## src/sv/ctyr_pkg.sv

```systemverilog
// Shared types, constants and tables for the coordinated-turn yaw rate block.
// Used by the CORDIC cell, the divider cell and the top level.
package ctyr_pkg;

    // CORDIC datapath width and step count.
    localparam int CW           = 27;
    localparam int CORDIC_STEPS = 20;

    localparam logic signed [CW-1:0] CORDIC_GAIN = 27'sd10188014;
    localparam logic signed [27:0]   PI_Q24      = 28'sd52707179;
    localparam logic signed [27:0]   PI_HALF_Q24 = 28'sd26353589;

    // Roll thresholds in 2^-13 rad.
    localparam logic signed [15:0] INVERT_LIMIT = 16'sd12868;
    localparam logic signed [15:0] ROLL_CLAMP   = 16'sd11436;

    // Gravity in Q16 and Euler rate saturation.
    localparam logic [19:0] G_Q16     = 20'd642689;
    localparam logic [17:0] EULER_MAX = 18'd262143;

    // Configuration register indexes, floors and reset values.
    localparam logic REG_RATE_LIMIT   = 1'b0;
    localparam logic REG_MIN_AIRSPEED = 1'b1;

    localparam logic [14:0] RATE_LIMIT_LOW     = 15'd41;
    localparam logic [14:0] RATE_LIMIT_RESET   = 15'd3217;
    localparam logic [15:0] MIN_AIRSPEED_LOW   = 16'd256;
    localparam logic [15:0] MIN_AIRSPEED_RESET = 16'd2560;

    // Divider geometry: tangent divider and airspeed divider.
    localparam int DA_DW = 27;
    localparam int DA_NW = 28;
    localparam int DB_DW = 16;
    localparam int DB_NW = 20;

    // Data carried alongside the roll rotation.
    typedef struct packed {
        logic signed [15:0] prate;
        logic [15:0]        speed;
        logic               inv;
        logic               flip_r;
    } front_pay_t;

    // Data carried through the tangent divider.
    typedef struct packed {
        logic signed [CW-1:0] ccp;
        logic signed [42:0]   srp;
        logic signed [CW-1:0] cp;
        logic [15:0]          speed;
        logic                 inv;
        logic                 neg;
    } mid_pay_t;

    // Data carried through the airspeed divider.
    typedef struct packed {
        logic signed [CW-1:0] ccp;
        logic signed [42:0]   srp;
        logic                 inv;
        logic                 neg;
    } late_pay_t;

    // Angle after quadrant reduction.
    typedef struct packed {
        logic signed [CW-1:0] z;
        logic                 flip;
    } red_t;

    // Arc-tangent table in 2^-24 rad.
    function automatic logic signed [CW-1:0] cordic_arc(input int i);
        logic signed [CW-1:0] a;
        case (i)
            0:       a = 27'sd13176795;
            1:       a = 27'sd7778716;
            2:       a = 27'sd4110060;
            3:       a = 27'sd2086331;
            4:       a = 27'sd1047214;
            5:       a = 27'sd524117;
            6:       a = 27'sd262123;
            7:       a = 27'sd131069;
            8:       a = 27'sd65536;
            9:       a = 27'sd32768;
            10:      a = 27'sd16384;
            11:      a = 27'sd8192;
            12:      a = 27'sd4096;
            13:      a = 27'sd2048;
            14:      a = 27'sd1024;
            15:      a = 27'sd512;
            16:      a = 27'sd256;
            17:      a = 27'sd128;
            18:      a = 27'sd64;
            19:      a = 27'sd32;
            default: a = '0;
        endcase
        return a;
    endfunction

    // Fold an angle in 2^-24 rad into [-pi/2, pi/2]; cos is negated when folded.
    function automatic red_t reduce_angle(input logic signed [27:0] a);
        red_t r;
        logic signed [27:0] t;
        t      = a;
        r.flip = 1'b0;
        if (a > PI_HALF_Q24)
        begin
            t      = PI_Q24 - a;
            r.flip = 1'b1;
        end
        else if (a < -PI_HALF_Q24)
        begin
            t      = -PI_Q24 - a;
            r.flip = 1'b1;
        end
        r.z = t[CW-1:0];
        return r;
    endfunction

endpackage

```

## src/sv/ctyr_div_cell.sv

```systemverilog
// One restoring division step: shifts in a dividend bit and produces a quotient bit.
// Depends on ctyr_pkg only through the common import convention.
module ctyr_div_cell
    import ctyr_pkg::*;
#(
    parameter int DW = 16,
    parameter int NW = 20,
    parameter int PW = 1
)
(
    input  logic          clk,
    input  logic          rst_n,
    input  logic          en,
    input  logic          vin,
    input  logic [DW-1:0] r_in,
    input  logic [NW-1:0] q_in,
    input  logic [DW-1:0] d_in,
    input  logic [PW-1:0] pay_in,
    output logic          vout,
    output logic [DW-1:0] r_out,
    output logic [NW-1:0] q_out,
    output logic [DW-1:0] d_out,
    output logic [PW-1:0] pay_out
);

    logic [DW:0]   trial;
    logic [DW+1:0] diff;
    logic          ge;
    logic [DW-1:0] r_next;
    logic          valid_reg;
    logic [DW-1:0] r_reg, d_reg;
    logic [NW-1:0] q_reg;
    logic [PW-1:0] pay_reg;

    // Partial remainder stays below the divisor, so one compare decides the bit.
    always_comb
    begin
        trial  = {r_in, q_in[NW-1]};
        diff   = {1'b0, trial} - {2'b00, d_in};
        ge     = !diff[DW+1];
        r_next = ge ? diff[DW-1:0] : trial[DW-1:0];
    end

    always_ff @(posedge clk or negedge rst_n)
    begin
        if (!rst_n)
            valid_reg <= 1'b0;
        else if (en)
            valid_reg <= vin;
    end

    always_ff @(posedge clk)
    begin
        if (en)
        begin
            r_reg   <= r_next;
            q_reg   <= {q_in[NW-2:0], ge};
            d_reg   <= d_in;
            pay_reg <= pay_in;
        end
    end

    assign vout    = valid_reg;
    assign r_out   = r_reg;
    assign q_out   = q_reg;
    assign d_out   = d_reg;
    assign pay_out = pay_reg;

endmodule

```

## config.mk

```make
export PLATFORM = sky130hd
export DESIGN_NAME = ctyr_div_cell
export DESIGN_NICKNAME = d
export VERILOG_FILES = /design/src/sv/ctyr_pkg.sv /design/src/sv/ctyr_div_cell.sv
export SDC_FILE = /design/constraint.sdc
export NUM_CORES = 1
export LEC_CHECK = 0
export BUFFER_PORTS_ARGS = -buffer_cell sky130_fd_sc_hd__buf_2
export CAP_MARGIN = 20
export CORE_MARGIN = 2
export CORE_UTILIZATION = 45
export CTS_BUF_LIST = sky130_fd_sc_hd__clkbuf_4
export CTS_CLUSTER_DIAMETER = 200
export DETAILED_ROUTE_END_ITERATION = 10
export PLACE_DENSITY = 0.82
export SLEW_MARGIN = 20
export SYNTH_ARGS = -nofsm -noshare
export SYNTH_HDL_FRONTEND = slang
export SYNTH_SLANG_ARGS = --single-unit
```

## constraint.sdc

```tcl
create_clock -name clk -period 0.8 [get_ports clk]
set_input_delay 0 -clock clk [delete_from_list [all_inputs] [get_ports clk]]
set_output_delay 0 -clock clk [all_outputs]
set_load 0.01 [all_outputs]
```

* Word-level counts from Yosys, hierarchy flattened *
Cells that the tools add are included.

storage, ports and cells
  input bits = 57
  bits in registers = 54
  word-level logic and storage cells = 8
  output and inout bits = 54

cells by class
  mux-type cells = 1
  reduce and logical (&&, ||, !) cells = 1
  add/subtract/negate cells = 1

operators with widths
  kind                          number
  subtractor 17 x 16 -> 18 bit  1
  two-way mux 16 bit            1
  zero test 1 bit               1

* Longest topological paths before layout *
  depth in word-level cells = 2
  mapped depth = 11
  mapped depth without buffers = 11

* Least setup slack after synthesis *
OpenSTA, ideal clock, no wires.

  path kind = input port to flip-flop
  start point = input port d_in[1]
  end point = register r_reg[10], in the netlist r_out[10] (data pin)
  path slack = -1.455 ns
  data required time = 0.540 ns
  arrival time = 1.995 ns
  stages = 10
  buffers on the path = 1
  path through = inv_1 ha_1 nor2b_1 o31a_1 o21a_1 nor2_2 o311ai_4 a41oi_4 buf_6 mux2_4

on the way
  longest elaborated chain between the ends = 2

RTL lines
  item                          RTL line             RTL
  start, declared               ctyr_div_cell.sv:17  input logic [DW-1:0] d_in,
  subtractor 17 x 16 -> 18 bit  ctyr_div_cell.sv:39  diff = {1'b0, trial} - {2'b00, d_in};
  two-way mux 16 bit            ctyr_div_cell.sv:41  r_next = ge ? diff[DW-1:0] : trial[DW-1:0];
  net r_next[10]                ctyr_div_cell.sv:29  logic [DW-1:0] r_next;
  end signal, assigned          ctyr_div_cell.sv:56  r_reg <= r_next;
  end, declared                 ctyr_div_cell.sv:31  logic [DW-1:0] r_reg, d_reg;

The timed path passes the listed nets, and every way through them passes these cells.
A chain may end at the register's enable or synchronous reset.

* Worst setup path after layout *
  start point = input port q_in[19]
  end point = register r_reg[14], in the netlist r_out[14] (data pin)

on the way
  longest elaborated chain between the ends = 2

RTL lines
  item                          RTL line             RTL
  start, declared               ctyr_div_cell.sv:16  input logic [NW-1:0] q_in,
  subtractor 17 x 16 -> 18 bit  ctyr_div_cell.sv:39
  two-way mux 16 bit            ctyr_div_cell.sv:41
  net r_next[14]                ctyr_div_cell.sv:29

The timed path passes the listed nets, and every way through them passes these cells.

==> flow_summary_export.csv <==
group,metric,value,unit
floorplan,rows,27,
floorplan,die_x,80.5,um
yosys,synth_ff_type,"edfxtp_1",
worst_hold_path,hold_class,"in -> reg",
sta,fin_crit_sh,243,%
sta,tns,-23860,ps
yosys,synth_area_per_cell,14.6,um2
yosys,synthArstFlopShare,1.85,%
cts,clkLatencyLatePin,380,ps
global_routing,antenna_found_initial,0,
cts,cts_buffer_depth,2,
yosys,synth.distinct_cells,40,
pwr,power_density,1680,nW/um2
routing,vias_per_cell,5.66,
status,status,"complete, but fails checks",
routing,ant_nets,0,
placement,place_hpwl,4690,um
routing,avgRoutedWirePerCell,23.1,um
finish,nFillCells,240,
sta,fin_ws,-1140,ps
status,violations,"setup timing",
global_routing,grt_pass1_vias,2593,
setup_path,end_kind,"register",
finish,syn_to_final_growth,77.9,%
setup_path,cp.required,960,ps
floorplan,num_io_pins,111,
placement,gp_congestion,0.842,
setup_path,rrSetupSlack,0,ps
pwr,irDropWorstVdd,0.00120,V
yosys,yosys_warnings,0,
yosys,synth_nets,254,
floorplan,dieArea,6490,um2
global_routing,grt_max_degree,29,
routing,vias,2677,
finish,final_layout_size_suffix_gt1_share,56.6,%
setup_path,cp-start-kind,"input pin",
sta,final_max_slew_viol_count,0,
yosys,ys_seq_elements,54,
sta,max_freq,514,MHz
sta,finalSetupViolations,71,
sta,min_period,1940,ps
sta,rsz0062_at_grt,"true",
global_routing,grt_util_all_layers,28.9,%
sta,hold_ws,15.6,ps
routing,drcViolationCount,0,
yosys,seq_area_frac_synth,61.3,%
sta,finClkSkew,0,ps
yosys,synth-edff-count,53,
routing,drt_wl_total,10900,um
cts,h-tree-depth,2,
pwr,total_leakage_power,2.11,nW
finish,n_antenna_cell,0,
global_routing,grt_pass1_wl,13600,um
placement,portBuffers,110,
cts,cts-root-buf,"clkbuf_4",
worst_hold_path,holdPathStages,2,
cts,cts_tree,"built",
sta,worstMarginPinSlew,305,ps
floorplan,fp.coreArea,5570,um2
job,maxCapViolCount,0,
routing,drt-initial-drc-count,183,
global_routing,overflow,0,
sta,slew_headroom,79.5,%
floorplan,die_h,80.5,um
floorplan,start_util,47.3,%
cts,cts_inserted_buffers,5,
setup_path,path_max_fanout,3,
yosys,synthCells,180,
cts,cts_num_sinks,54,
routing,first_pass_iters,4,
setup_path,cp.arrival,2110,ps
finish,nNetsFinal,474,
yosys,syn_area,2640,um2
sta,hold_violations,0,
setup_path,critical_path_class,"in -> reg",
cts,clk_pin_slew,160,ps
setup_path,worstRegToRegCells,1,
==> cells in the final DEF (no fill, tap or decap), drive strengths merged, types with 2 or more instances in the layout <==
| master | instances |
|---|---|
| a211oi | 3 |
| a21o | 6 |
| a21oi | 7 |
| a31oi | 3 |
| buf | 165 |
| clkbuf | 6 |
| dlygate4sd3 | 51 |
| edfxtp | 53 |
| ha | 16 |
| inv | 18 |
| mux2 | 14 |
| nand2 | 6 |
| nand3 | 3 |
| nor2 | 8 |
| o21a | 3 |
| o21ai | 5 |
| o21bai | 2 |
| o31ai | 2 |
| xnor2 | 5 |
| xor2 | 5 |
==> flip-flops by register name (all words and copies together), names as in the netlist <==
name,flops
d_out,16
pay_out,1
q_out,20
r_out,16
vout,1
==> synth_stat cells, types with 2 or more instances <==
| library cell | instances | area [um2] |
|---|---|---|
| o21bai_1 | 2 | 15.0 |
| ha_1 | 16 | 200 |
| xnor2_1 | 5 | 43.8 |
| a31oi_1 | 3 | 18.8 |
| a21o_1 | 5 | 37.5 |
| xor2_1 | 5 | 43.8 |
| a21oi_1 | 7 | 35.0 |
| nand2_1 | 6 | 22.5 |
| edfxtp_1 | 53 | 1590 |
| inv_1 | 18 | 67.6 |
| o21a_1 | 3 | 22.5 |
| nor2_1 | 7 | 26.3 |
| o21ai_0 | 5 | 25.0 |
| a211oi_1 | 3 | 22.5 |
| buf_2 | 2 | 10.0 |
| nand3_1 | 3 | 15.0 |
| o31ai_1 | 2 | 15.0 |
| mux2_2 | 7 | 78.8 |
| mux2_4 | 7 | 105 |
==> metrics by stage <==
step / util (%) / instance area (um2) / total power [mW] / std cells / setup slack, ps
global placement: 67.1 / 3740 / 5.41 / 402 / -1500
finish: 84.1 / 4690 / 7.86 / 473 / -1140
global route: 84.1 / 4690 / 8.10 / 473 / -1230
CTS: 81.8 / 4560 / 7.41 / 469 / -995
floorplan: - / 2790 / 4.62 / 180 / -1370
detailed placement: 67.1 / 3740 / 5.48 / 402 / -1560
==> path summary, 6_finish.rpt <==
kind,startpoint,to
worst max-delay path,q_in[19],r_out[14]
worst min-delay path,en,vout
worst max register to register,vout,vout
worst min register to register,vout,vout
max in group asynchronous,rst_n,vout
min in group asynchronous,rst_n,vout
==> final cells by class <==
cell class                 count  area [um2]  area share (%)
tap                           72        90.1            1.92
clock buffer                   6        45.0           0.961
sequential                    54        1620            34.5
clock inverter                 2        37.5           0.800
timing repair buffer         216        1610            34.3
inverter                      18         100            2.13
multi-input combinational    105        1190            25.4
==> logic make-up (layout without fill, tap and decap cells) <==
family                   Yosys count  in the layout  synth area share, %
AO/OA/AOI/OAI                     43             43                 13.0
AND/OR/NAND/NOR                   20             20                 3.32
flip-flops                        54             54                 61.3
buffers and inverters             21            242                 3.37
adder cells (fa/ha/maj)           17             17                 8.35
multiplexers                      15             15                 7.36
XOR/XNOR                          10             10                 3.32
==> critical path: stages <==
cell and delay [ps]:
buf_8 100, inv_6 50, ha_4 140, inv_2 40, fa_2 360, a211oi_2 210
nor2_2 90, o31ai_4 300, o211ai_1 160, a21oi_1 240, xnor2_1 130, mux2_4 280
==> what timing repair did <==
action | CTS | global route
setup endpoints to repair | 71 | 71
buffers inserted | 9 | 5
resized for setup | 40 | 20
hold buffers | 51 | 0
endpoints found under the hold margin | 50 | 0
pin swaps | 22 | 7
==> routing by layer <==
layer	track usage [%]	up-vias	routed length, um
li1	-	1122	-
met1	34.2	1278	3990
met2	49.6	223	5380
met3	7.53	54	1060
met4	11.9	0	488
met5	0	-	0
==> power breakdown <==
part	switching (mW)	internal, mW
clock network	0.921	0.694
registers	0.111	3.46
logic	1.26	1.42
Note: power is estimated with default switching activity, not from simulation.
