File: src/sv/ctyr_pkg.sv
// Shared types, constants and tables for the coordinated-turn yaw rate block.
// Used by the CORDIC cell, the divider cell and the top level.
package ctyr_pkg;

    // CORDIC datapath width and step count.
    localparam int CW           = 27;
    localparam int CORDIC_STEPS = 20;

    localparam logic signed [CW-1:0] CORDIC_GAIN = 27'sd10188014;
    localparam logic signed [27:0]   PI_Q24      = 28'sd52707179;
    localparam logic signed [27:0]   PI_HALF_Q24 = 28'sd26353589;

    // Roll thresholds in 2^-13 rad.
    localparam logic signed [15:0] INVERT_LIMIT = 16'sd12868;
    localparam logic signed [15:0] ROLL_CLAMP   = 16'sd11436;

    // Gravity in Q16 and Euler rate saturation.
    localparam logic [19:0] G_Q16     = 20'd642689;
    localparam logic [17:0] EULER_MAX = 18'd262143;

    // Configuration register indexes, floors and reset values.
    localparam logic REG_RATE_LIMIT   = 1'b0;
    localparam logic REG_MIN_AIRSPEED = 1'b1;

    localparam logic [14:0] RATE_LIMIT_LOW     = 15'd41;
    localparam logic [14:0] RATE_LIMIT_RESET   = 15'd3217;
    localparam logic [15:0] MIN_AIRSPEED_LOW   = 16'd256;
    localparam logic [15:0] MIN_AIRSPEED_RESET = 16'd2560;

    // Divider geometry: tangent divider and airspeed divider.
    localparam int DA_DW = 27;
    localparam int DA_NW = 28;
    localparam int DB_DW = 16;
    localparam int DB_NW = 20;

    // Data carried alongside the roll rotation.
    typedef struct packed {
        logic signed [15:0] prate;
        logic [15:0]        speed;
        logic               inv;
        logic               flip_r;
    } front_pay_t;

    // Data carried through the tangent divider.
    typedef struct packed {
        logic signed [CW-1:0] ccp;
        logic signed [42:0]   srp;
        logic signed [CW-1:0] cp;
        logic [15:0]          speed;
        logic                 inv;
        logic                 neg;
    } mid_pay_t;

    // Data carried through the airspeed divider.
    typedef struct packed {
        logic signed [CW-1:0] ccp;
        logic signed [42:0]   srp;
        logic                 inv;
        logic                 neg;
    } late_pay_t;

    // Angle after quadrant reduction.
    typedef struct packed {
        logic signed [CW-1:0] z;
        logic                 flip;
    } red_t;

    // Arc-tangent table in 2^-24 rad.
    function automatic logic signed [CW-1:0] cordic_arc(input int i);
        logic signed [CW-1:0] a;
        case (i)
            0:       a = 27'sd13176795;
            1:       a = 27'sd7778716;
            2:       a = 27'sd4110060;
            3:       a = 27'sd2086331;
            4:       a = 27'sd1047214;
            5:       a = 27'sd524117;
            6:       a = 27'sd262123;
            7:       a = 27'sd131069;
            8:       a = 27'sd65536;
            9:       a = 27'sd32768;
            10:      a = 27'sd16384;
            11:      a = 27'sd8192;
            12:      a = 27'sd4096;
            13:      a = 27'sd2048;
            14:      a = 27'sd1024;
            15:      a = 27'sd512;
            16:      a = 27'sd256;
            17:      a = 27'sd128;
            18:      a = 27'sd64;
            19:      a = 27'sd32;
            default: a = '0;
        endcase
        return a;
    endfunction

    // Fold an angle in 2^-24 rad into [-pi/2, pi/2]; cos is negated when folded.
    function automatic red_t reduce_angle(input logic signed [27:0] a);
        red_t r;
        logic signed [27:0] t;
        t      = a;
        r.flip = 1'b0;
        if (a > PI_HALF_Q24)
        begin
            t      = PI_Q24 - a;
            r.flip = 1'b1;
        end
        else if (a < -PI_HALF_Q24)
        begin
            t      = -PI_Q24 - a;
            r.flip = 1'b1;
        end
        r.z = t[CW-1:0];
        return r;
    endfunction

endpackage

File: src/sv/ctyr_cordic_cell.sv
// One CORDIC rotation step with a registered output and a carried payload.
// Depends on ctyr_pkg for the datapath width and the arc-tangent table.
module ctyr_cordic_cell
    import ctyr_pkg::*;
#(
    parameter int STEP = 0,
    parameter int PW   = 1
)
(
    input  logic                 clk,
    input  logic                 rst_n,
    input  logic                 en,
    input  logic                 vin,
    input  logic signed [CW-1:0] x_in,
    input  logic signed [CW-1:0] y_in,
    input  logic signed [CW-1:0] z_in,
    input  logic [PW-1:0]        pay_in,
    output logic                 vout,
    output logic signed [CW-1:0] x_out,
    output logic signed [CW-1:0] y_out,
    output logic signed [CW-1:0] z_out,
    output logic [PW-1:0]        pay_out
);

    logic signed [CW-1:0] x_next, y_next, z_next;
    logic signed [CW-1:0] x_sh, y_sh;
    logic                 valid_reg;
    logic signed [CW-1:0] x_reg, y_reg, z_reg;
    logic [PW-1:0]        pay_reg;

    // Rotate toward zero residual angle; shifts are arithmetic floors.
    always_comb
    begin
        x_sh = x_in >>> STEP;
        y_sh = y_in >>> STEP;
        if (!z_in[CW-1])
        begin
            x_next = x_in - y_sh;
            y_next = y_in + x_sh;
            z_next = z_in - cordic_arc(STEP);
        end
        else
        begin
            x_next = x_in + y_sh;
            y_next = y_in - x_sh;
            z_next = z_in + cordic_arc(STEP);
        end
    end

    // Valid bit of this cell.
    always_ff @(posedge clk or negedge rst_n)
    begin
        if (!rst_n)
            valid_reg <= 1'b0;
        else if (en)
            valid_reg <= vin;
    end

    // Data registers hand over to the next cell.
    always_ff @(posedge clk)
    begin
        if (en)
        begin
            x_reg   <= x_next;
            y_reg   <= y_next;
            z_reg   <= z_next;
            pay_reg <= pay_in;
        end
    end

    assign vout    = valid_reg;
    assign x_out   = x_reg;
    assign y_out   = y_reg;
    assign z_out   = z_reg;
    assign pay_out = pay_reg;

endmodule

File: config.mk
export PLATFORM = sky130hd
export DESIGN_NAME = ctyr_cordic_cell
export DESIGN_NICKNAME = d
export VERILOG_FILES = /design/src/sv/ctyr_pkg.sv /design/src/sv/ctyr_cordic_cell.sv
export SDC_FILE = /design/constraint.sdc
export NUM_CORES = 1
export LEC_CHECK = 0
export ABC_AREA = 1
export BUFFER_PORTS_ARGS = -buffer_cell sky130_fd_sc_hd__buf_2
export CAP_MARGIN = 10
export CORE_ASPECT_RATIO = 1.4
export CORE_MARGIN = 1.5
export CORE_UTILIZATION = 45
export DETAILED_ROUTE_END_ITERATION = 8
export PLACE_DENSITY = 0.72
export SYNTH_ARGS = -nofsm -noshare
export SYNTH_HDL_FRONTEND = slang
export SYNTH_SLANG_ARGS = --single-unit
File: constraint.sdc
create_clock -name clk -period 2.2 [get_ports clk]
set_clock_uncertainty 0.05 [all_clocks]
set_input_delay 0 -clock clk [delete_from_list [all_inputs] [get_ports clk]]
set_output_delay 0 -clock clk [all_outputs]
set_load 0.02 [all_outputs]
=== Yosys cells after proc, flatten, opt, wreduce, memory -nomap -nowiden ===
Index checks and enable logic that the tools add are counted.

* Equality and inequality tests: 0
* $lt $le $gt $ge: 0
* Shift operators: 0
* Multiplexer cells: 3
* Reductions and logical operators: 0
* Multipliers: 0
* Bitwise operators: 0
* Divide/modulo/power cells: 0
* Add/subtract/negate cells: 5

{| class="wikitable"
|+ Operator list
! kind !! number
|-
| 27-bit 2-to-1 mux || 3
|-
| 27-bit subtractor || 2
|-
| 27-bit by 25-bit adder with 27-bit output (second input constant) || 1
|-
| 27-bit adder || 1
|-
| 27-bit by 25-bit subtractor with 27-bit output (second input constant) || 1
|}

* Flip-flop bits (word level): 83
* Input bits: 86
* Output and inout port bits: 83
* Memories kept: 0
* Memory bits (read-only): 0
* Word-level logic and storage cells: 13
* Bits in writable memories: 0
* Latch bits: 0

=== Logic depth before layout (Yosys ltp) ===
* Word-level depth: 2
* Gate-level depth with buffers: 15
* Gate-level depth less buffers: 14

=== Worst setup path after synthesis ===
OpenSTA, ideal clock, no wires.

* Path type: input-to-reg
* Start: input z_in[26]
* End: register z_reg[24] (netlist: z_out[24]), data pin
* Data arrival time: 1.731 ns
* Data required time: 1.898 ns
* Stages on the path: 14
* Slack: 0.167 ns
* Cells stage by stage: clkbuf_1 -> inv_2 -> buf_2 -> fa_1 -> inv_1 -> nand3_1 -> nand2_1 -> nand2_1 -> nand2_1 -> nand3_1 -> nand2_1 -> nand3_1 -> nand3_1 -> nand2_1

* Longest elaborated chain between the ends: 1

{| class="wikitable"
|+ Ends and longest elaborated chain
! item !! RTL line !! source
|-
| start, declared || ctyr_cordic_cell.sv:16 || <nowiki>input logic signed [CW-1:0] z_in,</nowiki>
|-
| 27-bit 2-to-1 mux || ctyr_cordic_cell.sv:36 || <nowiki>if (!z_in[CW-1])</nowiki>
|-
| via z_next[24] || ctyr_cordic_cell.sv:25 || <nowiki>logic signed [CW-1:0] x_next, y_next, z_next;</nowiki>
|-
| end signal, assigned || ctyr_cordic_cell.sv:66 || <nowiki>z_reg <= z_next;</nowiki>
|-
| end, declared || ctyr_cordic_cell.sv:28 || <nowiki>logic signed [CW-1:0] x_reg, y_reg, z_reg;</nowiki>
|}

The timed path passes the listed nets, and every way through them passes these cells.
A chain may end at the register's enable or synchronous reset.

=== Worst setup path in the final report ===
* Start: input z_in[0]
* End: register z_reg[24] (netlist: z_out[24]), data pin

* Longest elaborated chain between the ends: 2
* Elaborated cells on any way between the ends: 3
* Those cells by class: add/sub (2); mux (1)

{| class="wikitable"
|+ Ends and longest elaborated chain
! item !! RTL line
|-
| 27-bit by 25-bit subtractor with 27-bit output or 27-bit by 25-bit adder with 27-bit output (tied branches) || ctyr_cordic_cell.sv:40, ctyr_cordic_cell.sv:46
|-
| 27-bit 2-to-1 mux (*) || ctyr_cordic_cell.sv:36
|-
| via z_next[24] || ctyr_cordic_cell.sv:25
|}

Mark *: on every way through the listed nets, which the timed path passes. The rest lies on a longest branch.

==> metrics <==
status finished clean; first-pass GRT wire length 52800 um; pin count of the biggest net entering global routing 46; Util after Layout 54.6%; I/O pins 169; area grow syn2layout 18.3%; most frequent cells in the layout nand2_1 (495), inv_1 (266), buf_2 (167), nand3_1 (136), nor2_1 (117); placed cells 2069; Fmax achieved 0.494 GHz; Max-slew headroom 63.8%; Clock Sink Count 82; unrepaired setup endpoints after global routing no; nature of the critical path endpoint flop; core area 21900 um^2; WL per Instance 16.1 um; leakage 6.48 nW; Post-CTS Setup Inserts 0; worst skew pair latency 0.35 ns; Data arrival, critical path 2.09 ns; setup slack, reg-to-reg 1.42 ns; synth top area cells edfxtp_1 (24%), nand2_1 (18%), ha_1 (14%), inv_1 (9.9%), nand3_1 (6.7%); Setup-failing EPs final 0; pwr dens 545 nW/um^2; routed via count 10800; crit path launch type input port; CTS tree done; H-tree depth reported by CTS 3; commonest non-fill, non-tap cell in the layout nand2_1; Max-Cap Viols 0; DRC viols 0; share of cells above drive strength 1 16.6%; number of synthesized flops with an enable pin 81; DR top layer met4; M1 wire length 13100 um; Pins Over Slew Limit 0; HPWL after DPL 28700 um; WL met3 1320 um; global placer's final weighted congestion 0.984; actual slew at the worst max-slew pin 0.543 ns; post-synth top area cell edfxtp_1; final period utilization 92.0%; Peak VDD IR 0.000403 V; CP max FO 3; Worst-path clk slew 0.06 ns; Hold Vio Cnt, Final 0; Tmin final 2.02 ns; Routed Antenna Nets 0; Congestion Overflow GR 0; Port Buf Inserts 168; worst hold path type in2reg; Inserted Diodes 0; CTS Root Cell clkbuf_16; total power 6.53 mW; Synth Cell Area 10100 um^2; iteration count of the initial detailed-routing pass 6; Post-Layout Cell Count 2090; Avg Vias per Cell 5.17; synth unique cells 40; top_reg_cell synth edfxtp_1; drt initial violations 663; syn avg cell area 6.42 um^2; TritonCTS Buffers 9; final hold slack 0.00638 ns; initial antenna violation count 0; GRT Overall Usage 29.3%; CTS Buffer Depth 2; post-synthesis async set-or-reset flop share 1.22%; Core Rows 64; Synth warnings 0; top cell type's share of synthesized area 24.0%; area of the die 23400 um^2; DRT Wirelength 33700 um; Starting Density 46.1%; syn_nets 1778; Cells after Synth 1577; routed wl met2 17000 um; nets 1989; Setup TNS 0 ns; Die Y 180 um; Worst EP required 2.27 ns; Yosys reg bits 82; post-synthesis sequential area ratio 24.3%; vias in the first global route 10700; Die X 130 um; Setup CP Type in2reg
## where the power goes
part           internal [mW]  leakage [nW]  switching [mW]  total [mW]
logic                   1.01          5.55            1.97        2.98
clock network          0.767         0.129           0.691        1.46
registers               2.02         0.803          0.0692        2.09
## final timing paths
path                                   from             endpoint  cells after the start
setup / recovery                    z_in[0]  z_out[24]$_DFFE_PP_                     14
hold / removal                      y_in[0]   y_out[0]$_DFFE_PP_                      3
setup reg to reg           vout$_DFFE_PN0P_     vout$_DFFE_PN0P_                      1
hold reg to reg            vout$_DFFE_PN0P_     vout$_DFFE_PN0P_                      1
max in group asynchronous             rst_n     vout$_DFFE_PN0P_                      3
min in group asynchronous             rst_n     vout$_DFFE_PN0P_                      3
## Yosys cell counts (2+ instances only)
cell	number
buf_1	2
nor2_1	117
buf_4	9
clkbuf_1	8
a21o_1	2
a31oi_1	3
ha_1	111
a21oi_2	5
nand3_2	3
nand3_1	136
buf_6	5
nand2_1	498
nor2_2	15
nand2_2	7
a21oi_1	99
inv_2	10
buf_2	12
xor2_1	28
nand4_1	30
o21ai_1	11
nor3_2	3
o21a_1	2
nor2_4	2
nand3b_1	2
fa_1	4
xnor2_1	9
o21bai_1	19
inv_1	266
o22ai_1	7
edfxtp_1	81
and3_1	2
o21ai_0	52
nor3_1	10
## area by class of cell
class / instances / area, um^2
Clock buffer: 10 / 229
Multi-Input combinational cell: 1182 / 6410
Inverter: 277 / 1040
Tap cell: 297 / 372
Sequential cell: 82 / 2460
Fill cell: 2313 / 9970
Clock inverter: 6 / 42.5
Timing Repair Buffer: 236 / 1420
## registers in the layout, indices dropped and copies added (netlist names)
register,count
x_out,26
z_out,27
pay_out,1
y_out,27
vout,1
## logic make-up (layout without fill, tap and decap cells)
group	after synthesis	after routing	synth area share [%]
flip-flops	82	82	24.3
multiplexers	1	1	0.111
buffers and inverters	313	529	12.5
AND/OR/NAND/NOR	827	827	34.5
adder cells (fa/ha/maj)	115	115	14.5
AO/OA/AOI/OAI	202	202	10.9
XOR/XNOR	37	37	3.20
## worst max-delay path, stage by stage
cell and delay (ns):
dlygate4sd3_1 0.52, buf_2 0.14, inv_1 0.10, fa_2 0.41, inv_1 0.08, nand3_1 0.08
nand2_2 0.11, nand2_1 0.07, nand2_2 0.10, nand3_1 0.10, nand2_2 0.11, nand3_1 0.12
nand3_1 0.09, nand2_1 0.05
## stage by stage
step                instance area, um^2  setup slack, ns
floorplan                         10100            0.167
global route                      12000           0.0227
detailed placement                11600         -0.00677
CTS                               12000           0.0565
global placement                  11600          0.00795
finish                            12000            0.176
## what timing repair did
| action | CTS | global route |
|---|---|---|
| setup endpoints to repair | 0 | 2 |
| resized for setup | 0 | 4 |
| hold buffers | 5 | 0 |
| endpoints found under the hold margin | 4 | 0 |
## layer usage
layer | vias up | GRT usage (%)
met5 | - | 0
met4 | 0 | 19.1
met3 | 111 | 2.91
met2 | 352 | 53.5
met1 | 4877 | 31.4
li1 | 5457 | -
Power figures use the tool's default switching activity.
